==> src/rtl/upb_pkg.sv <==
// Shared types and constants for the ultrasonic ranger and proximity beeper.
`timescale 1ns / 1ps

package upb_pkg;

    localparam int COUNT_W    = 16;
    localparam int DIST_W     = 14;
    localparam int STATUS_W   = 3;
    localparam int MS_W       = 16;
    localparam int ELAPSED_W  = 11;
    localparam int CFG_IDX_W  = 3;
    localparam int CFG_DATA_W = 16;

    typedef enum logic [2:0] {
        PH_IDLE,
        PH_TRIG,
        PH_WAIT_ECHO,
        PH_WAIT_FALL,
        PH_DONE
    } t_phase;

    typedef enum logic [STATUS_W-1:0] {
        ST_NO_POLL   = 3'd0,
        ST_BUSY      = 3'd1,
        ST_OK        = 3'd2,
        ST_RANGE_ERR = 3'd3,
        ST_NO_ECHO   = 3'd4,
        ST_TOO_FAR   = 3'd5
    } t_status;

    typedef enum logic [CFG_IDX_W-1:0] {
        REG_TRIG_TICKS = 3'd0,
        REG_TIMEOUT_MS = 3'd1,
        REG_MIN_VALID  = 3'd2,
        REG_MAX_VALID  = 3'd3,
        REG_RADAR_FAR  = 3'd4,
        REG_BEEP_MS    = 3'd5
    } t_cfg_reg;

    // Register reset values.
    localparam logic [7:0]         RST_TRIG_TICKS = 8'd40;
    localparam logic [9:0]         RST_TIMEOUT_MS = 10'd60;
    localparam logic [COUNT_W-1:0] RST_MIN_VALID  = 16'd232;
    localparam logic [COUNT_W-1:0] RST_MAX_VALID  = 16'd46400;
    localparam logic [COUNT_W-1:0] RST_RADAR_FAR  = 16'd2320;
    localparam logic [MS_W-1:0]    RST_BEEP_MS    = 16'd100;

    // Echo count of the nearest beeping distance (2 cm).
    localparam logic [COUNT_W-1:0]   NEAR_COUNT    = 16'd232;
    localparam logic [ELAPSED_W-1:0] MS_SAT        = 11'd2047;
    // Beep interval runs from BEEP_BASE_MS up by BEEP_SPAN_MS across the radar range.
    localparam logic [MS_W-1:0]      BEEP_BASE_MS  = 16'd100;
    localparam logic [11:0]          BEEP_SPAN_MS  = 12'd2900;

    // count*4/29 is taken as count * ceil(2^23/29) / 2^21, exact for 16-bit counts.
    localparam logic [18:0] DIST_RECIP = 19'd289263;
    localparam int          DIST_SHIFT = 21;

endpackage

==> src/rtl/upb_if.sv <==
// Handshake channel interfaces: tick input, result output and register writes.
`timescale 1ns / 1ps

interface upb_in_if;
    logic valid;
    logic ready;
    logic echo;
    logic ms_strobe;
    logic poll;

    modport source (output valid, output echo, output ms_strobe, output poll, input ready);
    modport sink   (input valid, input echo, input ms_strobe, input poll, output ready);
endinterface

interface upb_out_if
    import upb_pkg::*;
();
    logic                valid;
    logic                ready;
    logic                trig;
    logic [STATUS_W-1:0] status;
    logic [DIST_W-1:0]   distance_q4;
    logic [COUNT_W-1:0]  echo_count;
    logic                horn_on;

    modport source (output valid, output trig, output status, output distance_q4,
                    output echo_count, output horn_on, input ready);
    modport sink   (input valid, input trig, input status, input distance_q4,
                    input echo_count, input horn_on, output ready);
endinterface

interface upb_cfg_if
    import upb_pkg::*;
();
    logic                  valid;
    logic                  ready;
    logic [CFG_IDX_W-1:0]  index;
    logic [CFG_DATA_W-1:0] data;

    modport source (output valid, output index, output data, input ready);
    modport sink   (input valid, input index, input data, output ready);
endinterface

==> src/rtl/upb_range_calc.sv <==
// Distance conversion and beep interval check for one echo count.
`timescale 1ns / 1ps

module upb_range_calc
    import upb_pkg::*;
(
    input  logic [COUNT_W-1:0] i_count,
    input  logic [MS_W-1:0]    i_elapsed_ms,
    input  logic [COUNT_W-1:0] i_radar_far,
    output logic [DIST_W-1:0]  o_distance_q4,
    output logic               o_beep_due
);

    logic [COUNT_W+18:0] dist_prod;
    logic                far_above;
    logic [COUNT_W-1:0]  span;
    logic [COUNT_W-1:0]  cnt_off;
    logic [MS_W-1:0]     e_off;
    logic [27:0]         x_num;
    logic [31:0]         limit;

    assign dist_prod     = (COUNT_W + 19)'(i_count) * (COUNT_W + 19)'(DIST_RECIP);
    assign o_distance_q4 = dist_prod[DIST_SHIFT +: DIST_W];

    // The interval 100 + floor(2900*(c-232)/span) has passed when
    // 2900*(c-232) < (elapsed-99)*span, which avoids a divider.
    assign far_above = i_radar_far > NEAR_COUNT;
    assign span      = i_radar_far - NEAR_COUNT;
    assign cnt_off   = i_count - NEAR_COUNT;
    assign e_off     = i_elapsed_ms - (BEEP_BASE_MS - 16'd1);
    assign x_num     = 28'(cnt_off) * 28'(BEEP_SPAN_MS);
    assign limit     = 32'(e_off) * 32'(span);

    assign o_beep_due = (i_elapsed_ms >= BEEP_BASE_MS) && (!far_above || ({4'd0, x_num} < limit));

endmodule

==> src/rtl/ultrasonic_ranger_proximity_beeper.sv <==
// Top level of the ultrasonic time-of-flight ranger with proximity beeper.
//
//   channel  direction  payload                                          transfer when
//   i_in     in         echo, ms_strobe, poll (one 0.5 us tick)          valid & ready
//   o_out    out        trig, status, distance_q4, echo_count, horn_on   valid & ready
//   i_cfg    in         index (3 bits), data (16 bits)                   valid & ready
//
// One tick is accepted per cycle while results are taken; its result passes from the input register
// through the state update into the result register, from which it is presented.
// The rate is set by the combinational state update between those two registers.
// Reset (synchronous, active low) restores the register defaults and idles the ranger.
// A stalled result holds; one further tick waits in the input register, then
// i_in.ready falls. Register writes are always taken.
`timescale 1ns / 1ps

module ultrasonic_ranger_proximity_beeper
    import upb_pkg::*;
(
    input  logic  i_clk,
    input  logic  i_rst_n,
    upb_in_if.sink    i_in,
    upb_out_if.source o_out,
    upb_cfg_if.sink   i_cfg
);

    // Configuration registers.
    logic [7:0]         r_trig_ticks;
    logic [9:0]         r_timeout_ms;
    logic [COUNT_W-1:0] r_min_valid;
    logic [COUNT_W-1:0] r_max_valid;
    logic [COUNT_W-1:0] r_radar_far;
    logic [MS_W-1:0]    r_beep_ms;

    // Input register.
    logic r_in_valid;
    logic r_in_echo;
    logic r_in_strobe;
    logic r_in_poll;

    // Ranger state.
    t_phase               r_phase, n_phase;
    logic [7:0]           r_trig_left, n_trig_left;
    logic [COUNT_W-1:0]   r_timer, n_timer;
    logic                 r_echo_prev;
    logic [COUNT_W-1:0]   r_captured, n_captured;
    logic [ELAPSED_W-1:0] r_ms_since, n_ms_since;
    logic [MS_W-1:0]      r_now_ms, n_now_ms;
    logic [MS_W-1:0]      r_last_beep, n_last_beep;
    logic [MS_W-1:0]      r_beep_start, n_beep_start;
    logic                 r_beeping, n_beeping;

    // Result register.
    logic                r_out_valid;
    logic                r_out_trig;
    logic [STATUS_W-1:0] r_out_status;
    logic [DIST_W-1:0]   r_out_dist;
    logic [COUNT_W-1:0]  r_out_count;
    logic                r_out_horn;

    logic               in_take;
    logic               advance;
    t_phase             ph_tick;
    logic [COUNT_W-1:0] cw_tick;
    t_status            status;
    logic [COUNT_W-1:0] cnt;
    logic               ok;
    logic [DIST_W-1:0]  range_q4;
    logic               beep_due;
    logic               beep_mid;
    logic               in_window;

    assign advance    = r_in_valid && (!r_out_valid || o_out.ready);
    assign i_in.ready = !r_in_valid || advance;
    assign in_take    = i_in.valid && i_in.ready;
    assign i_cfg.ready = 1'b1;

    always_ff @(posedge i_clk) begin
        if (!i_rst_n) begin
            r_trig_ticks <= RST_TRIG_TICKS;
            r_timeout_ms <= RST_TIMEOUT_MS;
            r_min_valid  <= RST_MIN_VALID;
            r_max_valid  <= RST_MAX_VALID;
            r_radar_far  <= RST_RADAR_FAR;
            r_beep_ms    <= RST_BEEP_MS;
        end else if (i_cfg.valid) begin
            unique case (t_cfg_reg'(i_cfg.index))
                REG_TRIG_TICKS: r_trig_ticks <= i_cfg.data[7:0];
                REG_TIMEOUT_MS: r_timeout_ms <= i_cfg.data[9:0];
                REG_MIN_VALID:  r_min_valid  <= i_cfg.data;
                REG_MAX_VALID:  r_max_valid  <= i_cfg.data;
                REG_RADAR_FAR:  r_radar_far  <= i_cfg.data;
                REG_BEEP_MS:    r_beep_ms    <= i_cfg.data;
                default: ;
            endcase
        end
    end

    always_ff @(posedge i_clk) begin
        if (!i_rst_n) begin
            r_in_valid <= 1'b0;
        end else if (in_take) begin
            r_in_valid <= 1'b1;
        end else if (advance) begin
            r_in_valid <= 1'b0;
        end
    end

    always_ff @(posedge i_clk) begin
        if (in_take) begin
            r_in_echo   <= i_in.echo;
            r_in_strobe <= i_in.ms_strobe;
            r_in_poll   <= i_in.poll;
        end
    end

    // State register of the ranger.
    always_ff @(posedge i_clk) begin
        if (!i_rst_n) begin
            r_phase      <= PH_IDLE;
            r_trig_left  <= '0;
            r_timer      <= '0;
            r_echo_prev  <= 1'b0;
            r_captured   <= '0;
            r_ms_since   <= '0;
            r_now_ms     <= '0;
            r_last_beep  <= '0;
            r_beep_start <= '0;
            r_beeping    <= 1'b0;
        end else if (advance) begin
            r_phase      <= n_phase;
            r_trig_left  <= n_trig_left;
            r_timer      <= n_timer;
            r_echo_prev  <= r_in_echo;
            r_captured   <= n_captured;
            r_ms_since   <= n_ms_since;
            r_now_ms     <= n_now_ms;
            r_last_beep  <= n_last_beep;
            r_beep_start <= n_beep_start;
            r_beeping    <= n_beeping;
        end
    end

    // Millisecond strobe, trigger countdown, echo edges, then the poll.
    always_comb begin
        n_now_ms    = r_now_ms;
        n_ms_since  = r_ms_since;
        n_trig_left = r_trig_left;
        n_timer     = r_timer;
        ph_tick     = r_phase;
        cw_tick     = r_captured;
        status      = ST_NO_POLL;
        cnt         = '0;
        ok          = 1'b0;

        if (r_in_strobe) begin
            n_now_ms = r_now_ms + 16'd1;
            if ((r_phase == PH_WAIT_ECHO || r_phase == PH_WAIT_FALL) && r_ms_since != MS_SAT) begin
                n_ms_since = r_ms_since + 11'd1;
            end
        end

        if (r_phase == PH_TRIG) begin
            n_trig_left = r_trig_left - 8'd1;
            if (n_trig_left == 8'd0) begin
                ph_tick    = PH_WAIT_ECHO;
                n_ms_since = '0;
            end
        end

        // An echo already high when waiting begins shows no rising edge and is ignored.
        if (ph_tick == PH_WAIT_ECHO) begin
            if (r_in_echo && !r_echo_prev) begin
                n_timer = '0;
                ph_tick = PH_WAIT_FALL;
            end
        end else if (ph_tick == PH_WAIT_FALL) begin
            n_timer = r_timer + 16'd1;
            if (!r_in_echo && r_echo_prev) begin
                cw_tick = n_timer;
                ph_tick = PH_DONE;
            end
        end

        n_phase    = ph_tick;
        n_captured = cw_tick;

        if (r_in_poll) begin
            case (ph_tick)
                PH_DONE: begin
                    cnt        = cw_tick;
                    n_captured = '0;
                    n_phase    = PH_IDLE;
                    if (cw_tick < r_min_valid || cw_tick > r_max_valid) begin
                        status = ST_RANGE_ERR;
                    end else begin
                        status = ST_OK;
                        ok     = 1'b1;
                    end
                end
                PH_IDLE: begin
                    n_phase     = PH_TRIG;
                    n_trig_left = (r_trig_ticks == 8'd0) ? 8'd1 : r_trig_ticks;
                    status      = ST_BUSY;
                end
                PH_WAIT_ECHO, PH_WAIT_FALL: begin
                    if (n_ms_since > {1'b0, r_timeout_ms}) begin
                        status     = (ph_tick == PH_WAIT_FALL) ? ST_TOO_FAR : ST_NO_ECHO;
                        n_phase    = PH_IDLE;
                        n_captured = '0;
                    end else begin
                        status = ST_BUSY;
                    end
                end
                default: status = ST_BUSY;
            endcase
        end
    end

    upb_range_calc u_range_calc (
        .i_count       (cnt),
        .i_elapsed_ms  (n_now_ms - r_last_beep),
        .i_radar_far   (r_radar_far),
        .o_distance_q4 (range_q4),
        .o_beep_due    (beep_due)
    );

    // Radar step: start a beep on a near ok result, stop it when out of range or timed out.
    always_comb begin
        n_last_beep  = r_last_beep;
        n_beep_start = r_beep_start;
        beep_mid     = r_beeping;
        n_beeping    = r_beeping;
        in_window    = (cnt >= NEAR_COUNT) && (cnt <= r_radar_far);

        if (r_in_poll) begin
            if (ok) begin
                if (in_window) begin
                    if (!r_beeping && beep_due) begin
                        n_last_beep  = n_now_ms;
                        n_beep_start = n_now_ms;
                        beep_mid     = 1'b1;
                    end
                end else begin
                    beep_mid = 1'b0;
                end
            end
            n_beeping = beep_mid;
            if (beep_mid && ((n_now_ms - n_beep_start) >= r_beep_ms)) begin
                n_beeping = 1'b0;
            end
        end
    end

    always_ff @(posedge i_clk) begin
        if (!i_rst_n) begin
            r_out_valid <= 1'b0;
        end else if (advance) begin
            r_out_valid <= 1'b1;
        end else if (o_out.ready) begin
            r_out_valid <= 1'b0;
        end
    end

    always_ff @(posedge i_clk) begin
        if (advance) begin
            r_out_trig   <= (n_phase == PH_TRIG);
            r_out_status <= status;
            r_out_dist   <= range_q4;
            r_out_count  <= cnt;
            r_out_horn   <= n_beeping;
        end
    end

    assign o_out.valid       = r_out_valid;
    assign o_out.trig        = r_out_trig;
    assign o_out.status      = r_out_status;
    assign o_out.distance_q4 = r_out_dist;
    assign o_out.echo_count  = r_out_count;
    assign o_out.horn_on     = r_out_horn;

endmodule

==> src/flat_wrapper.sv <==
// flat-port wrapper written by rule: the top's interface ports become plain ports
module ultrasonic_ranger_proximity_beeper_flat import upb_pkg::*;
  (i_clk, i_rst_n, i_in_valid, i_in_echo, i_in_ms_strobe, i_in_poll, i_in_ready, o_out_valid, o_out_trig, o_out_status, o_out_distance_q4, o_out_echo_count, o_out_horn_on, o_out_ready, i_cfg_valid, i_cfg_index, i_cfg_data, i_cfg_ready);
  upb_in_if i_in_i ();
  upb_out_if o_out_i ();
  upb_cfg_if i_cfg_i ();
  input  logic i_clk;
  input  logic i_rst_n;
  input wire logic [$bits(i_in_i.valid)-1:0] i_in_valid;
  input wire logic [$bits(i_in_i.echo)-1:0] i_in_echo;
  input wire logic [$bits(i_in_i.ms_strobe)-1:0] i_in_ms_strobe;
  input wire logic [$bits(i_in_i.poll)-1:0] i_in_poll;
  output wire logic [$bits(i_in_i.ready)-1:0] i_in_ready;
  output wire logic [$bits(o_out_i.valid)-1:0] o_out_valid;
  output wire logic [$bits(o_out_i.trig)-1:0] o_out_trig;
  output wire logic [$bits(o_out_i.status)-1:0] o_out_status;
  output wire logic [$bits(o_out_i.distance_q4)-1:0] o_out_distance_q4;
  output wire logic [$bits(o_out_i.echo_count)-1:0] o_out_echo_count;
  output wire logic [$bits(o_out_i.horn_on)-1:0] o_out_horn_on;
  input wire logic [$bits(o_out_i.ready)-1:0] o_out_ready;
  input wire logic [$bits(i_cfg_i.valid)-1:0] i_cfg_valid;
  input wire logic [$bits(i_cfg_i.index)-1:0] i_cfg_index;
  input wire logic [$bits(i_cfg_i.data)-1:0] i_cfg_data;
  output wire logic [$bits(i_cfg_i.ready)-1:0] i_cfg_ready;
  assign i_in_i.valid = i_in_valid;
  assign i_in_i.echo = i_in_echo;
  assign i_in_i.ms_strobe = i_in_ms_strobe;
  assign i_in_i.poll = i_in_poll;
  assign i_in_ready = i_in_i.ready;
  assign o_out_valid = o_out_i.valid;
  assign o_out_trig = o_out_i.trig;
  assign o_out_status = o_out_i.status;
  assign o_out_distance_q4 = o_out_i.distance_q4;
  assign o_out_echo_count = o_out_i.echo_count;
  assign o_out_horn_on = o_out_i.horn_on;
  assign o_out_i.ready = o_out_ready;
  assign i_cfg_i.valid = i_cfg_valid;
  assign i_cfg_i.index = i_cfg_index;
  assign i_cfg_i.data = i_cfg_data;
  assign i_cfg_ready = i_cfg_i.ready;
  ultrasonic_ranger_proximity_beeper u_core (.i_clk(i_clk), .i_rst_n(i_rst_n), .i_in(i_in_i), .o_out(o_out_i), .i_cfg(i_cfg_i));
endmodule
==> config.mk <==
export PLATFORM = sky130hd
export DESIGN_NAME = ultrasonic_ranger_proximity_beeper_flat
export DESIGN_NICKNAME = d
export VERILOG_FILES = /design/src/rtl/upb_pkg.sv /design/src/rtl/upb_if.sv /design/src/rtl/upb_range_calc.sv /design/src/rtl/ultrasonic_ranger_proximity_beeper.sv /design/src/flat_wrapper.sv
export SDC_FILE = /design/constraint.sdc
export NUM_CORES = 2
export LEC_CHECK = 0
export BUFFER_PORTS_ARGS = -buffer_cell sky130_fd_sc_hd__buf_2
export CAP_MARGIN = 15
export CORE_MARGIN = 4
export CORE_UTILIZATION = 41
export DETAILED_ROUTE_END_ITERATION = 12
export HOLD_SLACK_MARGIN = 0.02
export PLACE_DENSITY = 0.63
export SYNTH_ARGS = -nofsm -noshare
export SYNTH_HDL_FRONTEND = slang
export SYNTH_SLANG_ARGS = --single-unit
==> constraint.sdc <==
create_clock -name i_clk -period 42.2 [get_ports i_clk]
set_clock_uncertainty 0.05 [all_clocks]
set_input_delay 6.33 -clock i_clk [delete_from_list [all_inputs] [get_ports i_clk]]
set_output_delay 6.33 -clock i_clk [all_outputs]
set_load 0.02 [all_outputs]
; After elaboration in Yosys (flattened, before gate mapping)
; Cells that the tools add are included.
[word_totals]
latch_bits = 0
ramBits = 0
romBits = 0
n_memories = 0
out_inout_bits = 38
register_bits = 226
wordCells = 150
in_bits = 27
[classes]
n_mul = 3
addsub = 9
n_mux = 50
n_reduce_logical = 37
bitwise = 0
shifts = 0
eq_ne = 16
magnitude_cmp = 9
div = 0
[ops]
columns = op, count
row1 = two-way mux 16 bit, 15
row2 = two-way mux 11 bit, 4
row3 = multiplier 16 x 19 -> 35 bit (second input constant), 1
row4 = adder 16 x 1 -> 16 bit (second input constant), 2
row5 = < comparator 28 x 32 -> 1 bit, 1
row6 = multiplier 16 x 16 -> 32 bit, 1
row7 = two-way mux 8 bit, 4
row8 = case mux 16 bit (2 select lines), 1
row9 = subtractor 16 bit, 2
row10 = subtractor 16 x 8 -> 16 bit (second input constant), 2
row11 = two-way mux 3 bit, 9
row12 = multiplier 16 x 10 -> 26 bit (second input constant), 1
row13 = == test 3 x 2 -> 1 bit (second input constant), 8
row14 = greater-or-equal comparator 16 bit, 1
row15 = greater-or-equal comparator 16 x 7 -> 1 bit (second input constant), 1
row16 = greater-or-equal comparator 16 x 8 -> 1 bit (second input constant), 1
row17 = > comparator 16 bit, 1
row18 = > comparator 16 x 8 -> 1 bit (second input constant), 1
row19 = less-or-equal comparator 16 bit, 1
row20 = logical NOT 8 bit, 2
row21 = < comparator 16 bit, 1
row22 = subtractor 16 x 7 -> 16 bit (second input constant), 1
row23 = two-way mux 1 bit, 15
row24 = AND reduction 2 bit, 7
row25 = other kinds (17), 41

; Longest topological paths before layout
[logic_depth]
depth_word = 25
ltp_mapped = 70
mapped_depth_nobuf = 67

; Cells and area by module
; Synthesis repeated with hierarchy kept, for this count alone.
[hier_totals]
cells_unflattened = 3545
hier_area_um2 = 30808.3
[modules_own_cells]
columns = module, n_inst, area_per_inst_um2, cells_each
row1 = upb_range_calc, 1, 17543.1, 1950
row2 = ultrasonic_ranger_proximity_beeper, 1, 13265.2, 1595

; Least setup slack after synthesis
; Ideal clock, no wire load.
[synth_timing]
path_type = flip-flop to flip-flop
start = register u_core.r_now_ms[0]
end = register u_core.r_out_horn, in the netlist u_core.o_out.horn_on (data pin)
arrival_time_ns = 14.342
t_required_ns = 42.019
slack_ns = 27.677
setup_ns = 0.131
path_stages_with_launch = 65
cell_sequence = dfxtp_1 > ha_1 > nand4_1 > nor2_1 > and3_1 > xor2_1 > ha_1 > clkbuf_1 > nand2_1 > a2111oi_2 > nand2b_1 > xor2_1 > or3_1 > nor3_1 > xnor2_1 > clkbuf_1 > nand2_1 > fa_1 > [29 not listed] > nor2b_1 > o21ai_0 > a21boi_0 > o21ai_0 > a21boi_0 > o21ai_0 > a21oi_1 > o41ai_1 > nand3_1 > o211ai_1 > ha_1 > nand3_1 > a21oi_1 > o31a_1 > or4_1 > a311oi_1 > nand3_1 > nand2_1
[synth_via]
elab_chain_len = 18
word_cells_on_any_way = 23
classes_between = add/sub: 4 / mul: 1 / order compare: 3 / mux: 11 / reduce/logical: 4
[synth_rtl]
columns = element, line_no
row1 = "start, declared", ultrasonic_ranger_proximity_beeper.sv:47  ; logic [MS_W-1:0] r_now_ms, n_now_ms;
row2 = "start signal, assigned", ultrasonic_ranger_proximity_beeper.sv:136  ; r_now_ms <= n_now_ms;
row3 = adder 16 x 1 -> 16 bit (*), ultrasonic_ranger_proximity_beeper.sv:156  ; n_now_ms = r_now_ms + 16'd1;
row4 = two-way mux 16 bit (*), ultrasonic_ranger_proximity_beeper.sv:155  ; if (r_in_strobe) begin
row5 = named net u_core.n_now_ms[8], ultrasonic_ranger_proximity_beeper.sv:47
row6 = subtractor 16 bit, ultrasonic_ranger_proximity_beeper.sv:221  ; .i_elapsed_ms (n_now_ms - r_last_beep),
row7 = subtractor 16 x 7 -> 16 bit, upb_range_calc.sv:30  ; assign e_off = i_elapsed_ms - (BEEP_BASE_MS - 16'd1);
row8 = multiplier 16 x 16 -> 32 bit, upb_range_calc.sv:32  ; assign limit = 32'(e_off) * 32'(span);
row9 = < comparator 28 x 32 -> 1 bit, upb_range_calc.sv:34  ; assign o_beep_due = (i_elapsed_ms >= BEEP_BASE_MS) && (!far_above || ({4'd0, x_num} < limit));
row10 = logical OR 1 bit, upb_range_calc.sv:34
row11 = [4 not listed], -
row12 = two-way mux 16 bit, ultrasonic_ranger_proximity_beeper.sv:236  ; if (ok) begin
row13 = two-way mux 16 bit, ultrasonic_ranger_proximity_beeper.sv:235  ; if (r_in_poll) begin
row14 = subtractor 16 bit, ultrasonic_ranger_proximity_beeper.sv:248  ; if (beep_mid && ((n_now_ms - n_beep_start) >= r_beep_ms)) begin
row15 = greater-or-equal comparator 16 bit, ultrasonic_ranger_proximity_beeper.sv:248
row16 = logical AND 1 bit, ultrasonic_ranger_proximity_beeper.sv:248
row17 = two-way mux 1 bit (*), ultrasonic_ranger_proximity_beeper.sv:248
row18 = two-way mux 1 bit (*), ultrasonic_ranger_proximity_beeper.sv:235
row19 = named net u_core.n_beeping, ultrasonic_ranger_proximity_beeper.sv:50  ; logic r_beeping, n_beeping;
row20 = "end signal, assigned", ultrasonic_ranger_proximity_beeper.sv:270  ; r_out_horn <= n_beeping;
row21 = "end, declared", ultrasonic_ranger_proximity_beeper.sv:58  ; logic r_out_horn;
; Mark *: on every way through the listed nets, which the timed path passes. The rest lies on a longest branch. The select of a mux whose other input is x is not followed.
; A chain may end at the register's enable or synchronous reset.

; Worst setup path in the final report
[layout_timing]
start = register u_core.r_in_strobe
end = register u_core.r_beeping
[layout_via]
elab_chain_len = 17
word_cells_on_any_way = 22
classes_between = add/sub: 3 / mul: 1 / order compare: 3 / mux: 11 / reduce/logical: 4
[layout_rtl]
columns = element, line_no
row1 = "start, declared", ultrasonic_ranger_proximity_beeper.sv:37  ; logic r_in_strobe;
row2 = "start signal, assigned", ultrasonic_ranger_proximity_beeper.sv:111  ; r_in_strobe <= i_in.ms_strobe;
row3 = two-way mux 16 bit (*), ultrasonic_ranger_proximity_beeper.sv:155
row4 = subtractor 16 bit, ultrasonic_ranger_proximity_beeper.sv:221
row5 = subtractor 16 x 7 -> 16 bit, upb_range_calc.sv:30
row6 = multiplier 16 x 16 -> 32 bit, upb_range_calc.sv:32
row7 = < comparator 28 x 32 -> 1 bit, upb_range_calc.sv:34
row8 = logical OR 1 bit, upb_range_calc.sv:34
row9 = logical AND 1 bit, upb_range_calc.sv:34
row10 = logical AND 1 bit, ultrasonic_ranger_proximity_beeper.sv:238  ; if (!r_beeping && beep_due) begin
row11 = two-way mux 16 bit, ultrasonic_ranger_proximity_beeper.sv:238
row12 = two-way mux 16 bit, ultrasonic_ranger_proximity_beeper.sv:237  ; if (in_window) begin
row13 = two-way mux 16 bit, ultrasonic_ranger_proximity_beeper.sv:236
row14 = two-way mux 16 bit, ultrasonic_ranger_proximity_beeper.sv:235
row15 = subtractor 16 bit, ultrasonic_ranger_proximity_beeper.sv:248
row16 = greater-or-equal comparator 16 bit, ultrasonic_ranger_proximity_beeper.sv:248
row17 = logical AND 1 bit, ultrasonic_ranger_proximity_beeper.sv:248
row18 = two-way mux 1 bit (*), ultrasonic_ranger_proximity_beeper.sv:248
row19 = two-way mux 1 bit (*), ultrasonic_ranger_proximity_beeper.sv:235
row20 = "end signal, assigned", ultrasonic_ranger_proximity_beeper.sv:139  ; r_beeping <= n_beeping;
row21 = "end, declared", ultrasonic_ranger_proximity_beeper.sv:50
; Every way passes the cells marked *; elsewhere a longest branch is shown, timed or not. The select of a mux whose other input is x is not followed.

==> flow_summary.yaml <==
global_route:
  grt_start_max_net_pins: 90
  globalRouteTotalUtil_pct: 19.6
  grt_pass1_wl_mm: 130
  use_met3_pct: 2.92
  grt_busiest_layer: "met2"
  use_met2_pct: 32.5
  grt_overflow_total: 0
  grt_pass1_vias: 24500
  grtUsageMet1_pct: 27.3
  antenna_found_initial: 1
power:
  intPower_uw: 821
  p_seq_share_pct: 14.1
  p_leak_nw: 16.4
  netSwitchingFraction_pct: 49.0
  comb_power_share_pct: 70.3
  power_density_nw_per_um2: 47.2
  finalPower_mw: 1.61
  clkPwrFrac_pct: 15.6
  switching_power_uw: 788
  ir_drop_mv: 0.104
synth:
  ys_async_sr_fraction_pct: 0
  yosysUniqueCellTypes: 98
  synth_top_area_share_pct: 22.1
  synth.most_common_cell: "inv_1"
  ys_ff_latch: 226
  synth.avg_cell_area_um2: 8.61
  synth_edf_count: 38
  yosysWarningCount: 0
  synthTopCellsByCount: "inv_1 (635), nand2_1 (475), ha_1 (465)"
  synth_nets: 4507
  ys.flop_type: "dfxtp_1"
  synth_cells: 3667
  synth_top_area_cell: "fa_1"
  yosysSeqAreaShare_pct: 15.5
  synth.cell_area_um2: 31600
  synth_area_leaders: "fa_1 (22%), ha_1 (18%), dfxtp_1 (12%)"
cells_and_area:
  multi_input_area_um2: 23900
  fill_cells: 7631
  layout.nets: 4545
  regArea_um2: 4900
  stdcell_count: 4758
  drive_gt1_share_pct: 5.87
  num_antenna_cells: 0
  utilization_pct: 44.8
  design_area_um2: 34100
  area_growth_pct: 8.00
floorplanning:
  dieHeight_um: 285
  dieArea_um2: 81500
  die_w_um: 285
  coreArea_um2: 76100
  initial_core_util_pct: 41.5
  rows: 101
  io_pins: 65
flow_run:
  cap_violations: 0
drt:
  drtIter0Drc: 1564
  ant_nets: 0
  wirelength_mm: 80.0
  drc_errors: 0
  num_vias: 24600
  vias_per_cell: 5.17
  firstDrtPassIters: 5
  wl_per_cell_um: 16.8
critical_path:
  worst-path-buf-inv: 9
  critPathTopFamily: "adder cells"
  cp.required_ns: 42.64
  start_kind: "register"
  arrival_ns: 16.67
  crit_fanout: 19
  end_kind: "register"
  cpMaxStageDelayCell: "ha_1"
  path_class: "reg2reg"
  max_stage_delay_ns: 0.68
  cpMostUsedCell: "inv_1"
cts:
  cts_buffers: 29
  hold_buffers: 0
  cts_resized: 0
  clkSinkCount: 226
  insertion_delay_ns: 0.60
  cts_htree_levels: 1
  cts-root-buf: "clkbuf_16"
  postCtsSetupBuffers: 0
  ctsLongestPathBuffers: 3
  cts_tree: "yes"
  clkSlewWorstSetupHoldPaths_ns: 0.06
timing:
  max_freq_ghz: 0.0616
  fin_crit_ns: 16.23
  post-route-period-util_pct: 38.5
  finalSetupViolCount: 0
  tightest_slew_ns: 1.07
  slew_headroom_pct: 28.0
  holdWs_ns: 0.397
  final-max-slew-violation-count: 0
  tns_ns: 0
  rsz0062_at_grt: "no"
  setup_ws_ns: 25.97
  hold_viol_final: 0
outcome:
  status: "finished clean"
placed_design:
  dp_hpwl_mm: 63.7
  port_buffers: 63
  gp_congestion: 0.897
  dp_cells: 4703
  placed_area_um2: 33100
  pre_cts_slack_ns: 25.95
hold_path:
  hp-class: "reg2reg"
[cell type report]
| cell class | count | area share (%) |
|---|---|---|
| Multi-Input combinational cell | 2699 | 70.0 |
| Timing Repair Buffer | 110 | 1.97 |
| Clock inverter | 9 | 0.272 |
| Inverter | 639 | 7.03 |
| Sequential cell | 226 | 14.4 |
| Tap cell | 1030 | 3.78 |
| Clock buffer | 45 | 2.58 |
[cells in the final DEF (no fill, tap or decap), types with 8 or more instances in the layout]
master     synthesis  routed
a21o_1            43      43
nand2_1          475     475
nor4_1            14      14
a211oi_1          12      12
clkbuf_1          83       9
o211ai_1          33      33
dfxtp_1          188     188
o21ai_2           15      15
o21ai_0          109     109
nand3_2            9       9
nor2b_1           41      41
or3_1             25      25
buf_2              6      62
mux2i_1           21      21
nand2b_1          34      34
edfxtp_1          38      38
fa_1             348     348
a22o_1            17      17
xnor2_1          111     108
a31oi_1           17      17
a21boi_0          89      89
clkbuf_16          0      31
o21ai_1           22      22
and2_1           104     104
a211o_1            9       9
nor3_1            56      56
xor2_1            63      60
nand4_1           28      28
buf_4              3      48
nor3b_1            8       8
a21oi_1          115     115
ha_1             465     465
and3_1            19      19
nand3_1           69      69
nor2_1           163     163
inv_1            635     635
o21a_1            31      31
[kinds of logic (layout without fill, tap and decap cells)]
logic type,count (synthesis),count (layout),synth area share (%)
other cells,1,1,0.0119
buf+inv,742,803,9.02
flops,226,226,15.5
compound gates,603,603,13.0
xor+xnor,175,175,4.90
simple gates,1086,1086,16.4
mux,21,21,0.666
fa+ha+maj,813,813,40.5
[power groups by stage]
stage	logic, mW	clock network, mW	registers, mW
after floorplan	0.824	0	0.232
after global placement	1.12	0	0.232
after detailed placement	1.12	0	0.232
after CTS	1.13	0.258	0.227
after global routing	1.28	0.268	0.227
final	1.13	0.251	0.227
[worst reg2reg max path, delay by kind of cell (launching register included)]
kind | cells | cell delay, ns
and+or+nand+nor | 14 | 3.81
AOI/OAI and AO/OA | 19 | 4.13
DFF | 1 | 0.61
xor gates and xnor gates | 3 | 0.60
adders and majority gates | 12 | 5.55
muxes | 1 | 0.23
buffers and inverters | 9 | 1.20
[worst paths after layout]
check | from | cells past startpoint | slack [ns] | end
max | u_core.r_in_strobe$_DFFE_PP_ | 58 | 25.97 | u_core.r_beeping$_SDFFE_PN0P_
min | u_core.r_last_beep[10]$_SDFFE_PN0P_ | 2 | 0.40 | u_core.r_last_beep[10]$_SDFFE_PN0P_
max reg2reg | u_core.r_in_strobe$_DFFE_PP_ | 58 | 25.97 | u_core.r_beeping$_SDFFE_PN0P_
min reg2reg | u_core.r_last_beep[10]$_SDFFE_PN0P_ | 2 | 0.40 | u_core.r_last_beep[10]$_SDFFE_PN0P_
[layer usage]
layer | share of wire [%] | routed length [um]
met5 | 0 | 0
met4 | 2.1 | 1690
met3 | 5.7 | 4550
met2 | 46 | 36700
met1 | 46 | 37100
[state kept, by name, summed over array words and instances, names as in the netlist, 8 cells and up]
signal                    flops
u_core.r_beep_ms             16
u_core.r_min_valid           16
u_core.r_max_valid           16
u_core.r_ms_since            11
u_core.r_timeout_ms          10
u_core.r_trig_ticks           8
u_core.r_last_beep           16
u_core.r_captured            16
u_core.r_timer               16
u_core.r_trig_left            8
u_core.r_now_ms              16
u_core.r_radar_far           16
u_core.o_out.echo_count      16
u_core.r_beep_start          16
u_core.o_out.distance_q4     14
No activity file was read; power rests on OpenSTA's default activity.
